<file path="config.mk">
export PLATFORM = sky130hd
export DESIGN_NAME = zoned_bump_allocator_refcount_core
export DESIGN_NICKNAME = d
export VERILOG_FILES = /design/src/rtl/core/zba_pkg.sv /design/src/rtl/core/zoned_bump_allocator_refcount_core.sv
export SDC_FILE = /design/constraint.sdc
export NUM_CORES = 2
export LEC_CHECK = 0
export ABC_AREA = 1
export BUFFER_PORTS_ARGS = -buffer_cell sky130_fd_sc_hd__buf_2
export CAP_MARGIN = 20
export CORE_ASPECT_RATIO = 0.6
export CORE_UTILIZATION = 34
export DETAILED_ROUTE_END_ITERATION = 12
export HOLD_SLACK_MARGIN = 0.02
export MAX_ROUTING_LAYER = met4
export SETUP_SLACK_MARGIN = 0.02
export SYNTH_ARGS = -nofsm -noshare
export SYNTH_HDL_FRONTEND = slang
export SYNTH_SLANG_ARGS = --single-unit
</file>
<file path="constraint.sdc">
create_clock -name i_clk -period 11.35 [get_ports i_clk]
set_input_delay 0.5675 -clock i_clk [delete_from_list [all_inputs] [get_ports i_clk]]
set_output_delay 0.5675 -clock i_clk [all_outputs]
set_load 0.005 [all_outputs]
</file>
<file path="src/rtl/core/zba_pkg.sv">
`timescale 1ns / 1ps
package zba_pkg;
    localparam int ZONE_BYTES_DEF = 4096;
    localparam int ZONES_DEF      = 64;
    localparam int MAX_REFS       = 65000;
    localparam int REFS_TOP       = 65535;

    typedef enum logic [1:0] {
        OP_ALLOC = 2'd0,
        OP_ADDREF = 2'd1,
        OP_DROPREF = 2'd2,
        OP_STATS = 2'd3
    } t_op;

    typedef enum logic [2:0] {
        ST_OK       = 3'd0,
        ST_NO_ROOM  = 3'd1,
        ST_TOO_BIG  = 3'd2,
        ST_OUTSIDE  = 3'd3,
        ST_OVERFREE = 3'd4,
        ST_SATURATED = 3'd5
    } t_status;

    typedef enum logic [2:0] {
        S_IDLE,
        S_READ,
        S_EVAL,
        S_DONE
    } t_state;

    localparam logic [1:0] REG_ZONE_COUNT = 2'd0;
endpackage

</file>
<file path="src/rtl/core/zoned_bump_allocator_refcount_core.sv">
`timescale 1ns / 1ps
// Zoned bump allocator with per-zone reference counts. Zone heads and counts live in
// one synchronous table memory that a sequencer reads, evaluates and writes back one
// zone per step. Allocate visits zones from the current zone until one has room
// (up to the zones in use), statistics visit all zones in use, reference operations
// visit one, and rejected items and items with no zones in use visit none. After
// reset a clearing pass zeroes the table before the first item is accepted. Results
// sit in an output register, so the next item is accepted while a result waits; a
// finished item holds in its last step until that register is free.
module zoned_bump_allocator_refcount_core
    import zba_pkg::*;
#(
    parameter int ZONE_BYTES = ZONE_BYTES_DEF,
    parameter int ZONES      = ZONES_DEF
) (
    input  logic         i_clk,
    input  logic         i_rst_n,
    input  logic         s_axis_tvalid,
    output logic         s_axis_tready,
    // opcode[1:0], byte_count[17:2], address[35:18], zeros[39:36]
    input  logic [39:0]  s_axis_tdata,
    output logic         m_axis_tvalid,
    input  logic         m_axis_tready,
    // status[2:0], alloc_address[20:3], allocated_bytes[39:21],
    // unallocated_bytes[58:40], occupied_zones[65:59], empty_zones[72:66],
    // total_references[94:73], largest_free[107:95], zeros[111:108]
    output logic [111:0] m_axis_tdata,
    input  logic         psel,
    input  logic         penable,
    input  logic         pwrite,
    input  logic [1:0]   paddr,
    input  logic [31:0]  pwdata,
    output logic [31:0]  prdata,
    output logic         pready
);
    localparam int ZW = (ZONES > 1) ? $clog2(ZONES) : 1;
    localparam int HW = $clog2(ZONE_BYTES + 1);
    localparam int CW = $clog2(ZONES + 1);

    logic [6:0] r_zone_count;
    assign pready = 1'b1;
    assign prdata = (paddr == REG_ZONE_COUNT) ? {25'd0, r_zone_count} : 32'd0;
    always_ff @(posedge i_clk) begin
        if (!i_rst_n) r_zone_count <= 7'd64;
        else if (psel && penable && pwrite && paddr == REG_ZONE_COUNT)
            r_zone_count <= pwdata[6:0];
    end

    // zones in use
    logic [CW-1:0] w_n;
    always_comb begin
        if (32'(r_zone_count) > ZONES) w_n = CW'(ZONES);
        else w_n = CW'(r_zone_count);
    end

    // table memory: {refs, head}
    logic [HW+15:0] r_mem [ZONES];
    logic [HW+15:0] r_rd;
    logic           w_we;
    logic [ZW-1:0]  w_waddr, w_raddr;
    logic [HW+15:0] w_wdata;
    always_ff @(posedge i_clk) begin
        if (w_we) r_mem[w_waddr] <= w_wdata;
        r_rd <= r_mem[w_raddr];
    end

    t_state r_state, n_state;
    logic          r_clr;
    logic [CW-1:0] r_clr_cnt;
    logic [ZW-1:0] r_cur, r_z;
    logic [CW-1:0] r_seq;
    logic [1:0]    r_op;
    logic [15:0]   r_bytes;
    logic [2:0]    r_status;
    logic [17:0]   r_aaddr;
    logic [18:0]   r_used, r_room;
    logic [6:0]    r_occ, r_emp;
    logic [21:0]   r_refs;
    logic [12:0]   r_largest;
    logic          r_ovalid;
    logic [111:0]  r_odata;

    logic [HW-1:0] w_head;
    logic [15:0]   w_cnt;
    logic [HW-1:0] w_free;
    logic [ZW-1:0] w_znext;
    logic          w_last;
    logic [31:0]   w_azone;
    logic          w_fit;
    logic          w_accept;
    logic          w_qdone;
    t_status       w_qstatus;
    logic          w_edone;
    logic          w_oload;
    assign w_head = r_rd[HW-1:0];
    assign w_cnt  = r_rd[HW+15:HW];
    assign w_free = HW'(ZONE_BYTES) - w_head;
    assign w_znext = (32'(r_z) + 1 >= 32'(w_n)) ? '0 : ZW'(32'(r_z) + 1);
    assign w_last = (32'(r_seq) + 1 >= 32'(w_n));
    assign w_azone = 32'(s_axis_tdata[35:18]) / ZONE_BYTES;
    assign w_fit = (32'(w_head) + 32'(r_bytes) <= ZONE_BYTES);
    assign w_oload = !r_ovalid || m_axis_tready;

    assign s_axis_tready = !r_clr && r_state == S_IDLE;
    assign w_accept = s_axis_tvalid && s_axis_tready;
    assign m_axis_tvalid = r_ovalid;
    assign m_axis_tdata = r_odata;

    // items that need no table visit finish at once
    always_comb begin
        w_qdone = 1'b0;
        w_qstatus = ST_OK;
        unique case (t_op'(s_axis_tdata[1:0]))
            OP_ALLOC: begin
                if (32'(s_axis_tdata[17:2]) > ZONE_BYTES) begin
                    w_qdone = 1'b1;
                    w_qstatus = ST_TOO_BIG;
                end else if (w_n == '0) begin
                    w_qdone = 1'b1;
                    w_qstatus = ST_NO_ROOM;
                end
            end
            OP_STATS: if (w_n == '0) w_qdone = 1'b1;
            default: if (w_azone >= 32'(w_n)) begin
                w_qdone = 1'b1;
                w_qstatus = ST_OUTSIDE;
            end
        endcase
    end

    always_comb begin
        w_edone = 1'b1;
        unique case (t_op'(r_op))
            OP_ALLOC: w_edone = w_fit || w_last;
            OP_STATS: w_edone = w_last;
            default:  w_edone = 1'b1;
        endcase
    end

    always_comb begin
        n_state = r_state;
        unique case (r_state)
            S_IDLE: if (w_accept) n_state = w_qdone ? S_DONE : S_READ;
            S_READ: n_state = S_EVAL;
            S_EVAL: n_state = w_edone ? S_DONE : S_READ;
            S_DONE: if (w_oload) n_state = S_IDLE;
            default: n_state = S_IDLE;
        endcase
    end

    always_comb begin
        w_raddr = r_z;
        w_we = 1'b0;
        w_waddr = r_z;
        w_wdata = r_rd;
        if (r_clr) begin
            w_we = 1'b1;
            w_waddr = ZW'(r_clr_cnt);
            w_wdata = '0;
        end else if (r_state == S_EVAL) begin
            unique case (t_op'(r_op))
                OP_ALLOC: if (w_fit) begin
                    w_we = 1'b1;
                    w_wdata = {(w_cnt == 16'(REFS_TOP)) ? w_cnt : w_cnt + 16'd1,
                               HW'(32'(w_head) + 32'(r_bytes))};
                end
                OP_ADDREF: if (32'(w_cnt) < MAX_REFS) begin
                    w_we = 1'b1;
                    w_wdata = {w_cnt + 16'd1, w_head};
                end
                OP_DROPREF: if (w_cnt != 16'd0) begin
                    w_we = 1'b1;
                    w_wdata = {w_cnt - 16'd1, (w_cnt == 16'd1) ? HW'(0) : w_head};
                end
                default: ;
            endcase
        end
    end

    always_ff @(posedge i_clk) begin
        if (!i_rst_n) begin
            r_state <= S_IDLE;
            r_clr <= 1'b1;
            r_clr_cnt <= '0;
            r_cur <= '0;
            r_ovalid <= 1'b0;
        end else begin
            if (r_clr) begin
                r_clr_cnt <= r_clr_cnt + 1'b1;
                if (32'(r_clr_cnt) == ZONES - 1) r_clr <= 1'b0;
            end
            if (r_state == S_DONE && w_oload) begin
                r_ovalid <= 1'b1;
                r_odata <= {4'd0, r_largest, r_refs, r_emp, r_occ, r_room, r_used,
                            r_aaddr, r_status};
            end else if (r_ovalid && m_axis_tready) begin
                r_ovalid <= 1'b0;
            end
            r_state <= n_state;
            unique case (r_state)
                S_IDLE: if (w_accept) begin
                    r_op <= s_axis_tdata[1:0];
                    r_bytes <= s_axis_tdata[17:2];
                    r_seq <= '0;
                    r_status <= w_qstatus;
                    r_aaddr <= '0;
                    r_used <= '0; r_room <= '0; r_occ <= '0; r_emp <= '0;
                    r_refs <= '0; r_largest <= '0;
                    r_z <= (t_op'(s_axis_tdata[1:0]) == OP_ALLOC)
                           ? ((32'(r_cur) < 32'(w_n)) ? r_cur : '0)
                           : (t_op'(s_axis_tdata[1:0]) == OP_STATS) ? '0
                           : ZW'(w_azone);
                end
                S_READ: ;
                S_EVAL: begin
                    r_seq <= r_seq + 1'b1;
                    unique case (t_op'(r_op))
                        OP_ALLOC: begin
                            if (w_fit) begin
                                r_cur <= r_z;
                                r_aaddr <= 18'(32'(r_z) * ZONE_BYTES + 32'(w_head));
                            end else if (w_last) begin
                                r_status <= ST_NO_ROOM;
                            end else r_z <= w_znext;
                        end
                        OP_ADDREF: begin
                            if (32'(w_cnt) >= MAX_REFS) r_status <= ST_SATURATED;
                        end
                        OP_DROPREF: begin
                            if (w_cnt == 16'd0) r_status <= ST_OVERFREE;
                            else if (w_cnt == 16'd1 && r_z < r_cur) r_cur <= r_z;
                        end
                        OP_STATS: begin
                            r_used <= r_used + 19'(w_head);
                            r_room <= r_room + 19'(w_free);
                            if (w_head != '0) r_occ <= r_occ + 7'd1;
                            else r_emp <= r_emp + 7'd1;
                            r_refs <= r_refs + 22'(w_cnt);
                            if (13'(w_free) > r_largest) r_largest <= 13'(w_free);
                            if (!w_last) r_z <= w_znext;
                        end
                        default: ;
                    endcase
                end
                S_DONE: ;
                default: ;
            endcase
        end
    end
endmodule

</file>
==> metrics.txt <==
status finished, final reports clean; I/O pin total 228; Via Count 59700; post-DP HPWL 157000 um; post-synthesis sequential element count 2156; Crit Path Max Fanout 29; First DRT Iteration DRCs 8274; Setup Viol. Count Final 0; sequential power share 0.565; final cell count without fillers 10900; DP Area 0.0942 mm2; Critical Path Start r_rd[0]$_DFF_P_; startpoint class of the critical path flop; first-pass GRT wire length 375000 um; TritonCTS buffer count 199; Synth Cell Area 0.0891 mm2; Least-Margin Pin Slew 1.35 ns; Port-buffer cells 156; Int Power 12.3 mW; full die area 0.264 mm2; Root Driver clkbuf_16; final core utilization 0.389; nets 7489; Tot Pwr 15.3 mW; Die X 663 um; Final period util 0.511; Slew Viols, Final 0; vias in the first global route 55000; CP Data Arrival Time 6.26 ns; NetSw 3.00 mW; most common cell after layout, fill and taps aside edfxtp_1; RD Place Congestion 0.904; pwr dens 151 mW/mm2; CTS max path bufs 4; WL final 262000 um; worst hold path type in -> reg; Max-Cap Viols 0; row cnt 145; Setup TNS 0 ns; GR Util All Layers 0.196; CTS sink count 2156; Max Fclk 0.172 GHz; most frequent cells in the layout edfxtp_1, nor2_1, o21ai_0; Avg Cell Area, Syn 12.4 um2; Placed Cells 10500; fin crit period 5.80 ns; crit path capture type flop; Top FF cell, synth edfxtp_1; Hold Vio Cnt, Final 0; Setup Fix Bufs, Post-CTS 0; r2r startpoint r_rd[0]$_DFF_P_; number of synthesis warnings 0; clk_skew 0.0664 ns; number of synthesized flops with an enable pin 2103; sequential fraction of the synthesis area 0.721; core area 0.260 mm2; Clk pwr share 0.428; GRT overflow 0; Post-DRT Antenna Nets 0; DRT Pass-1 Iters 6; initial antenna violation count 19; post-synthesis cell type count 52; clk slew on worst S/H paths 0.08 ns; Vias per Instance 5.48; CP required 11.81 ns; DRC errors left 0; post-route cell area 0.101 mm2; CTS tree done; hold_sp m_axis_tready; layout cells sized above 1 0.0941; RSZ-0062 raised after global routing false; average routed wire per standard cell 24.1 um; Filler cells 24000; Setup Crit Path Kind reg -> reg; Syn Inst Count 7198; clk_lat worst skew 0.86 ns; H-Tree Depth 4; largest net degree at the start of global routing 201; Rel. slew slack 0.0941; Comb pwr share 0.007; Layout area overhead 13.6%; Die H 398 um; Async SR Flop Fraction 0; Worst VDD drop 0.000120 V; Pleak 35.4 nW; Initial Utilization 0.342; sw frac 0.196
-- timing repair --
action | CTS | global route
hold buffers | 22 | 0
endpoints found under the setup margin | 0 | 0
endpoints found under the hold margin | 22 | 0
gates resized for setup | 0 | 0
-- metal layers --
layer  part of all wire  wire [um]  track usage
met5                  0          0            -
met1               0.45     119000        0.288
met4              0.020       5280       0.0419
met2               0.40     104000        0.258
met3               0.13      34000       0.0679
-- path summary, 6_finish.rpt --
kind                           endpoint  slack [ns]  depth (start not counted)
max             r_mem[23][15]$_DFFE_PP_        5.55                         20
min          m_axis_tvalid$_SDFFE_PN0P_        0.05                          4
max reg2reg     r_mem[23][15]$_DFFE_PP_        5.55                         20
min reg2reg   m_axis_tdata[6]$_DFFE_PP_        0.42                          0
-- cells by family (layout without fill, tap and decap cells) --
logic type               after synthesis  after routing  synth area share
AO/OA/AOI/OAI                       1795           1795             0.116
XOR/XNOR                              39             39           0.00383
adder cells (fa/ha/maj)              121            121            0.0173
buffers and inverters                756            970            0.0337
flip-flops                          2156           2156             0.721
other                                  2             35         0.0000843
AND/OR/NAND/NOR                     2329           2329             0.109
-- registers in the layout (all words and copies together) (netlist names), 2 cells and up --
register	count
m_axis_tdata	108
r_aaddr	18
r_bytes	16
r_clr_cnt	7
r_cur	6
r_emp	7
r_largest	13
r_mem	1856
r_occ	7
r_op	2
r_rd	29
r_refs	22
r_room	19
r_seq	7
r_state	2
r_status	3
r_used	19
r_z	6
r_zone_count	7
-- through the flow --
stage	hold slack, ns	worst slack (ns)
2_1_floorplan	0.400	2.65
3_3_place_gp	0.405	5.62
3_5_place_dp	0.405	5.61
4_1_cts	0.0213	5.52
5_1_grt	0.0585	5.29
6_report	0.0542	5.55
-- critical path, stage by stage (launching register included) --
cell	delay, ns
dfxtp_1	0.68
ha_1	0.38
inv_1	0.08
fa_1	0.39
inv_1	0.15
nand2_1	0.11
nand2_1	0.12
nand3_1	0.14
nand2_1	0.13
nand2_1	0.06
nand2_1	0.11
nand2_1	0.07
nor2_1	0.09
nand3_1	0.09
nand2_2	0.41
nand2_4	0.35
nor2_8	0.33
nand2_2	0.13
nand2_8	0.17
nand2_2	0.38
nor2_4	0.95
-- power by group through the flow --
stage / sequential (mW) / clock [mW] / combinational [mW]
floorplan: 8.82 / 0 / 0.0541
global placement: 8.82 / 0 / 0.0920
detailed placement: 8.82 / 0 / 0.0936
CTS: 8.64 / 6.62 / 0.101
global route: 8.64 / 6.91 / 0.117
finish: 8.64 / 6.54 / 0.109
-- Yosys cell counts (47+ instances only) --
cell	n	area share
edfxtp_1	2103	0.71
nor2_1	1227	0.052
o21ai_0	1049	0.059
nand2_1	633	0.027
clkbuf_1	367	0.015
o22ai_1	285	0.020
inv_1	281	0.012
nand3_1	216	0.012
o221ai_1	183	0.018
a21oi_1	169	0.0095
nand4_1	154	0.011
ha_1	117	0.016
o211ai_1	58	0.0049
dfxtp_1	53	0.012
nor3_1	47	0.0026
-- final cells by class --
class                   instances  area [um2]  share of cell area
inverters                     290        1110              0.0110
clock buffers                 264        5390              0.0532
clock inverters                90         776             0.00766
diodes                          5        12.5            0.000124
multi-input cells            4314       22800               0.225
repair buffers                326        2610              0.0257
well taps                    3454        4320              0.0427
flip-flops and latches       2156       64200               0.634
(Power assumes the default switching activity.)
